--- src/design/u8v_pkg.sv ---
`timescale 1ns / 1ps
`default_nettype none

package u8v_pkg;

    typedef struct packed {
        logic [7:0] data_byte;
        logic       end_of_string;
    } t_in_item;

    typedef struct packed {
        logic [31:0] char_word;
        logic [2:0]  char_length;
        logic        char_matches;
        logic        bad_sequence;
        logic        string_done;
        logic        string_valid;
        logic        char_found;
    } t_out_item;

    localparam logic [2:0] LEN_NONE = 3'd0;
    localparam logic [2:0] LEN_ONE  = 3'd1;
    localparam logic [2:0] LEN_TWO  = 3'd2;
    localparam logic [2:0] LEN_THREE = 3'd3;
    localparam logic [2:0] LEN_FOUR = 3'd4;

    localparam logic [1:0] CONT_TAG    = 2'b10;
    localparam logic [4:0] ILLEGAL_TAG = 5'b11111;

endpackage

`default_nettype wire

--- src/design/u8v_core.sv ---
`timescale 1ns / 1ps
`default_nettype none

module u8v_core (
    input  wire logic               i_clk,
    input  wire logic               i_rst_n,
    input  wire logic               i_accept,
    input  wire u8v_pkg::t_in_item  i_item,
    input  wire logic [31:0]        i_search_char,
    output logic                    o_res_valid,
    output u8v_pkg::t_out_item      o_res
);

    logic [23:0] r_partial;
    logic [2:0]  r_exp_len;
    logic [1:0]  r_taken;
    logic        r_error;
    logic        r_match;

    logic [23:0] n_partial;
    logic [2:0]  n_exp_len;
    logic [1:0]  n_taken;
    logic        n_error;
    logic        n_match;

    logic [7:0]  b;
    logic [31:0] word;
    logic [31:0] full;
    logic [2:0]  len;
    logic [2:0]  taken_inc;
    logic        bad;
    logic        matched;
    logic        truncated;

    always_comb begin
        b         = i_item.data_byte;
        word      = 32'd0;
        len       = u8v_pkg::LEN_NONE;
        bad       = 1'b0;
        matched   = 1'b0;
        truncated = 1'b0;
        n_partial = r_partial;
        n_exp_len = r_exp_len;
        n_taken   = r_taken;
        n_error   = r_error;
        n_match   = r_match;
        taken_inc = {1'b0, r_taken} + 3'd1;
        full      = {8'd0, r_partial} | ({24'd0, b} << {r_taken, 3'b000});

        if (!r_error) begin
            if (r_exp_len == u8v_pkg::LEN_NONE) begin
                if (!b[7]) begin
                    word = {24'd0, b};
                    len  = u8v_pkg::LEN_ONE;
                end else if (!b[6] || b[7:3] == u8v_pkg::ILLEGAL_TAG) begin
                    bad = 1'b1;
                end else begin
                    n_partial = {16'd0, b};
                    n_taken   = 2'd1;
                    if (!b[5]) begin
                        n_exp_len = u8v_pkg::LEN_TWO;
                    end else if (!b[4]) begin
                        n_exp_len = u8v_pkg::LEN_THREE;
                    end else begin
                        n_exp_len = u8v_pkg::LEN_FOUR;
                    end
                end
            end else if (b[7:6] != u8v_pkg::CONT_TAG) begin
                bad       = 1'b1;
                n_partial = 24'd0;
                n_exp_len = u8v_pkg::LEN_NONE;
                n_taken   = 2'd0;
            end else if (taken_inc >= r_exp_len) begin
                word      = full;
                len       = taken_inc;
                n_partial = 24'd0;
                n_exp_len = u8v_pkg::LEN_NONE;
                n_taken   = 2'd0;
            end else begin
                n_partial = full[23:0];
                n_taken   = taken_inc[1:0];
            end
            if (bad) begin
                n_error = 1'b1;
            end
            if (len != u8v_pkg::LEN_NONE && word == i_search_char) begin
                matched = 1'b1;
                n_match = 1'b1;
            end
        end

        o_res.char_word     = word;
        o_res.char_length   = len;
        o_res.char_matches  = matched;
        o_res.string_done   = i_item.end_of_string;
        o_res.string_valid  = 1'b0;
        o_res.char_found    = 1'b0;

        if (i_item.end_of_string) begin
            if (!n_error && n_exp_len != u8v_pkg::LEN_NONE) begin
                truncated = 1'b1;
            end
            o_res.string_valid = !n_error && !truncated;
            o_res.char_found   = n_match;
            n_partial = 24'd0;
            n_exp_len = u8v_pkg::LEN_NONE;
            n_taken   = 2'd0;
            n_error   = 1'b0;
            n_match   = 1'b0;
        end

        o_res.bad_sequence = bad || truncated;
        o_res_valid = i_accept
                   && (i_item.end_of_string || bad || len != u8v_pkg::LEN_NONE);
    end

    always_ff @(posedge i_clk) begin
        if (!i_rst_n) begin
            r_partial <= 24'd0;
            r_exp_len <= u8v_pkg::LEN_NONE;
            r_taken   <= 2'd0;
            r_error   <= 1'b0;
            r_match   <= 1'b0;
        end else if (i_accept) begin
            r_partial <= n_partial;
            r_exp_len <= n_exp_len;
            r_taken   <= n_taken;
            r_error   <= n_error;
            r_match   <= n_match;
        end
    end

endmodule

`default_nettype wire

--- src/design/utf8_char_splitter_validator_top.sv ---
// UTF-8 character splitter and validator.
// The input channel carries one string byte per transaction, with a flag on
// the last byte of each string. The output channel carries one transaction
// per completed character, first error of a string, or string end (one
// per byte). Bytes that only extend a pending character give none.
// Each byte is decided in the cycle it is accepted; its result is registered
// into the output register, or into the skid register if the receiver stalls.
// One byte can be accepted every cycle while the receiver keeps up.
// Behind the output register sits a one-entry skid register. When the
// receiver stalls, one more result is captured there, and then input is
// stalled until the receiver takes the held result.
// i_cfg_wr_en writes the search character register; bytes accepted after
// the write use it. The user must write it only while idle; nothing checks it.
// Synchronous active-low reset clears the search character, the pending
// character and the string flags, and empties both output registers.
`timescale 1ns / 1ps
`default_nettype none

module utf8_char_splitter_validator_top (
    input  wire logic               i_clk,
    input  wire logic               i_rst_n,
    input  wire logic               i_cfg_wr_en,
    input  wire logic [31:0]        i_cfg_wr_data,
    input  wire logic               i_in_valid,
    output logic                    o_in_stall,
    input  wire u8v_pkg::t_in_item  i_in_item,
    output logic                    o_out_valid,
    input  wire logic               i_out_stall,
    output u8v_pkg::t_out_item      o_out_item
);

    logic [31:0]        r_search_char;
    logic               r_out_valid;
    u8v_pkg::t_out_item r_out;
    logic               r_skid_valid;
    u8v_pkg::t_out_item r_skid;

    logic               in_accept;
    logic               out_free;
    logic               res_valid;
    u8v_pkg::t_out_item res;

    assign in_accept   = i_in_valid && !r_skid_valid;
    assign out_free    = !r_out_valid || !i_out_stall;
    assign o_in_stall  = r_skid_valid;
    assign o_out_valid = r_out_valid;
    assign o_out_item  = r_out;

    u8v_core u_core (
        .i_clk         (i_clk),
        .i_rst_n       (i_rst_n),
        .i_accept      (in_accept),
        .i_item        (i_in_item),
        .i_search_char (r_search_char),
        .o_res_valid   (res_valid),
        .o_res         (res)
    );

    always_ff @(posedge i_clk) begin
        if (!i_rst_n) begin
            r_search_char <= 32'd0;
        end else if (i_cfg_wr_en) begin
            r_search_char <= i_cfg_wr_data;
        end
    end

    always_ff @(posedge i_clk) begin
        if (!i_rst_n) begin
            r_out_valid  <= 1'b0;
            r_skid_valid <= 1'b0;
        end else if (out_free) begin
            if (r_skid_valid) begin
                r_out_valid  <= 1'b1;
                r_skid_valid <= 1'b0;
            end else begin
                r_out_valid <= res_valid;
            end
        end else if (res_valid) begin
            r_skid_valid <= 1'b1;
        end
    end

    always_ff @(posedge i_clk) begin
        if (out_free) begin
            if (r_skid_valid) begin
                r_out <= r_skid;
            end else begin
                r_out <= res;
            end
        end else if (res_valid) begin
            r_skid <= res;
        end
    end

endmodule

`default_nettype wire
--- config.mk ---
export PLATFORM = sky130hd
export DESIGN_NAME = utf8_char_splitter_validator_top
export DESIGN_NICKNAME = d
export VERILOG_FILES = /design/src/design/u8v_pkg.sv /design/src/design/u8v_core.sv /design/src/design/utf8_char_splitter_validator_top.sv
export SDC_FILE = /design/constraint.sdc
export NUM_CORES = 1
export LEC_CHECK = 0
export BUFFER_PORTS_ARGS = -buffer_cell sky130_fd_sc_hd__buf_2
export CORE_UTILIZATION = 58
export CTS_CLUSTER_DIAMETER = 40
export DETAILED_ROUTE_END_ITERATION = 7
export PLACE_DENSITY = 0.88
export SYNTH_ARGS = -nofsm -noshare
export SYNTH_HDL_FRONTEND = slang
export SYNTH_HIERARCHICAL = 1
export SYNTH_SLANG_ARGS = --single-unit
--- constraint.sdc ---
create_clock -name i_clk -period 3.66 [get_ports i_clk]
set_input_delay 0.366 -clock i_clk [delete_from_list [all_inputs] [get_ports i_clk]]
set_output_delay 0.366 -clock i_clk [all_outputs]
set_load 0.1 [all_outputs]
==> results.yml <==
place:
  dp_hpwl_mm: 10.52
  gp_congestion: 0.8970
  placed_cells: 787
  port_buffers: 87
  dpl-instance-area_mm2: 0.007295
setup_path:
  worst_setup_path_start_kind: "register"
  worstRegToRegCells: 12
  r2r_start: "u_core/r_taken[1]"
  endpoint: "o_out_item[0]"
  r2r-end: "o_out_item[0]"
  setup.worst_path.class: "register to register"
  arrival_ps: 3630
  startpoint: "u_core/r_taken[1]"
  reg2reg_slack_ps: 330
  end_kind: "register"
  worstPathMaxFanout: 14
  cp.required_ps: 3960
logic_synthesis:
  syn_area_per_cell_um2: 11.72
  synth.most_common_cell: "edfxtp_1"
  syn-num-nets: 642
  synth-edff-count: 80
  synthTopCellsByCount: "80 x edfxtp_1, 66 x nor2_1, 65 x dfxtp_1"
  synth_cells: 592
  syn-cell-area_mm2: 0.006935
  ys_async_sr_fraction_pct: 0
  yosysSeqAreaShare_pct: 53.40
  synth-seq-cells: 145
  post_synth_num_cell_types: 60
  synthFlopType: "edfxtp_1"
  yosys_warnings: 6
  synth_top_area_share_pct: 34.64
  synthTopCellsByArea: "edfxtp_1 35%, dfxtp_1 19%, mux2_4 8.2%"
  synth_area_leader_cell: "edfxtp_1"
sta:
  max-slew-margin-rel_pct: 33.62
  finalHoldViolCount: 0
  setup_viol: 0
  slew_viol_final: 0
  whs_ps: 195.4
  tightest_slew_ps: 995.7
  clock_skew_ps: 9.494
  min_period_over_period_pct: 90.95
  setup_tns_ps: 0
  fmax_ghz: 0.3004
  rsz0062_at_grt: "no"
  min_period_ps: 3329
global_route:
  grt_use_total_pct: 26.38
  antenna_found_initial: 0
  grt_pass1_wl_mm: 24.95
  grt_overflow: 0
  grt_max_degree: 50
  grt_pass1_vias: 4801
floorplan:
  rows: 39
  core-area_mm2: 0.01152
  die_area_mm2: 0.01240
  die_w_um: 111.4
  start_util_pct: 60.22
  fp.dieH_um: 111.4
  boundaryPins: 88
routing:
  vias: 4882
  viasPerCell: 5.961
  drtPass1Iterations: 7
  initialDrtViolationCount: 425
  ant_nets: 0
  drc: 14
  wl_mm: 15.62
  drt-wirelength-per-cell_um: 19.07
final_layout:
  postLayoutCoreUtil_pct: 69.26
  fin_area_mm2: 0.007976
  antenna_cells: 0
  fillers: 807
  drive_gt1_share_pct: 27.51
  final_cells: 819
  nNetsFinal: 713
  area_growth_pct: 15.01
clock_network:
  cts_sinks: 145
  ctsHoldBuffers: 0
  clk_path_buf_depth: 2
  numCtsBuffers: 17
  worst_skew_pair.late_latency_ps: 430
  cts-htree-levels: 4
  cts_tree: "done"
  clock-root-buffer: "clkbuf_16"
  ctsResizeCount: 0
  cts_setup_buffers: 0
  clk_pin_slew_ps: 60
status:
  status: "complete, but fails checks"
  failed_checks: "DRC"
pwr:
  powerDensity_mw_per_mm2: 552.4
  peakVddDrop_mv: 0.3286
  power_leakage_nw: 3.144
worst_hold_path:
  hp-class: "input pin to register"
job:
  cap_violations: 0
-- power by group --
part / switching [mW] / leakage (nW) / total (mW) / internal, mW
Sequential: 0.0435 / 1.31 / 1.84 / 1.79
Clock: 0.696 / 0.324 / 1.99 / 1.29
Combinational: 0.433 / 1.51 / 0.585 / 0.152
-- logic make-up after synthesis --
logic type	share of synthesized area [%]
simple gates	15.50
flops	53.40
fa+ha+maj	0.7217
buf+inv	4.853
other cells	0.05407
compound gates	9.886
mux	13.31
xor+xnor	2.273
-- worst min path at each step --
stage / slack, ps / cells after the start / to / startpoint
floorplan: 430 / 2 / u_core/r_match / u_core/r_match
global placement: 430 / 2 / u_core/r_match / u_core/r_match
detailed placement: 450 / 2 / u_core/r_match / u_core/r_match
CTS: 180 / 3 / r_search_char[22] / i_cfg_wr_data[22]
global route: 220 / 3 / r_search_char[9] / i_cfg_wr_data[9]
finish: 200 / 3 / r_search_char[27] / i_cfg_wr_data[27]
-- stage by stage --
stage	total power, mW	worst slack [ps]
6_report	4.406	331.1
3_3_place_gp	2.431	378.5
3_5_place_dp	2.448	264.8
4_1_cts	4.426	243.2
2_1_floorplan	2.338	307.2
5_1_grt	4.526	9.665
-- sequential cells by signal, indices dropped and copies added, names as in the netlist, 2 cells and up --
| register | cells |
|---|---|
| r_search_char | 32 |
| r_skid | 40 |
| u_core/r_taken | 2 |
| o_out_item | 40 |
| u_core/r_exp_len | 3 |
| u_core/r_partial | 24 |
-- worst max-delay path, stage by stage, from the launching register on --
cell and delay (ps):
dfxtp_1 510, ha_1 340, ha_1 300, nand2_1 50, o21ai_1 300, nand2_2 250
buf_4 240, nor4_1 280, nor3_1 90, nor4_1 230, nand4_1 220, o21ai_1 210
mux2_4 170
-- placed cells by master (no fill, tap or decap), types with 5 or more instances in the layout --
master | Yosys | layout
xor2_1 | 6 | 6
and3_1 | 7 | 7
inv_1 | 6 | 6
a31oi_1 | 7 | 7
mux2i_1 | 33 | 33
bufinv_16 | 0 | 6
edfxtp_1 | 80 | 80
nand2_1 | 17 | 16
a22oi_1 | 10 | 10
nor2_1 | 66 | 66
mux2_4 | 38 | 38
nor3_1 | 10 | 10
buf_4 | 6 | 5
xnor2_1 | 12 | 12
buf_2 | 7 | 87
nor2b_1 | 49 | 49
and2_1 | 7 | 7
a21oi_1 | 44 | 44
dfxtp_1 | 65 | 64
nand3_1 | 5 | 5
nor4b_1 | 5 | 5
o21ai_0 | 10 | 10
clkbuf_16 | 0 | 17
-- cell type report --
type / instances / area [um2] / area share, %
Clock inverter: 14 / 250.2 / 3.137
Inverter: 6 / 22.52 / 0.2824
Timing Repair Buffer: 93 / 493.0 / 6.180
Multi-Input combinational cell: 400 / 2898 / 36.33
Clock buffer: 18 / 429.2 / 5.380
Sequential cell: 145 / 3705 / 46.45
Tap cell: 143 / 178.9 / 2.243
-- per-layer routing --
| layer | wire, um | vias to the layer above | global-route usage [%] | part of all wire, % |
|---|---|---|---|---|
| met3 | 830 | 29 | 5.117 | 5.3 |
| met1 | 6858 | 2361 | 34.34 | 44 |
| met4 | 356 | 0 | 11.17 | 2.3 |
| li1 | - | 2277 | - | - |
| met2 | 7571 | 215 | 43.29 | 48 |
| met5 | 0 | - | 0 | 0 |
No activity file was read; power rests on OpenSTA's default activity.
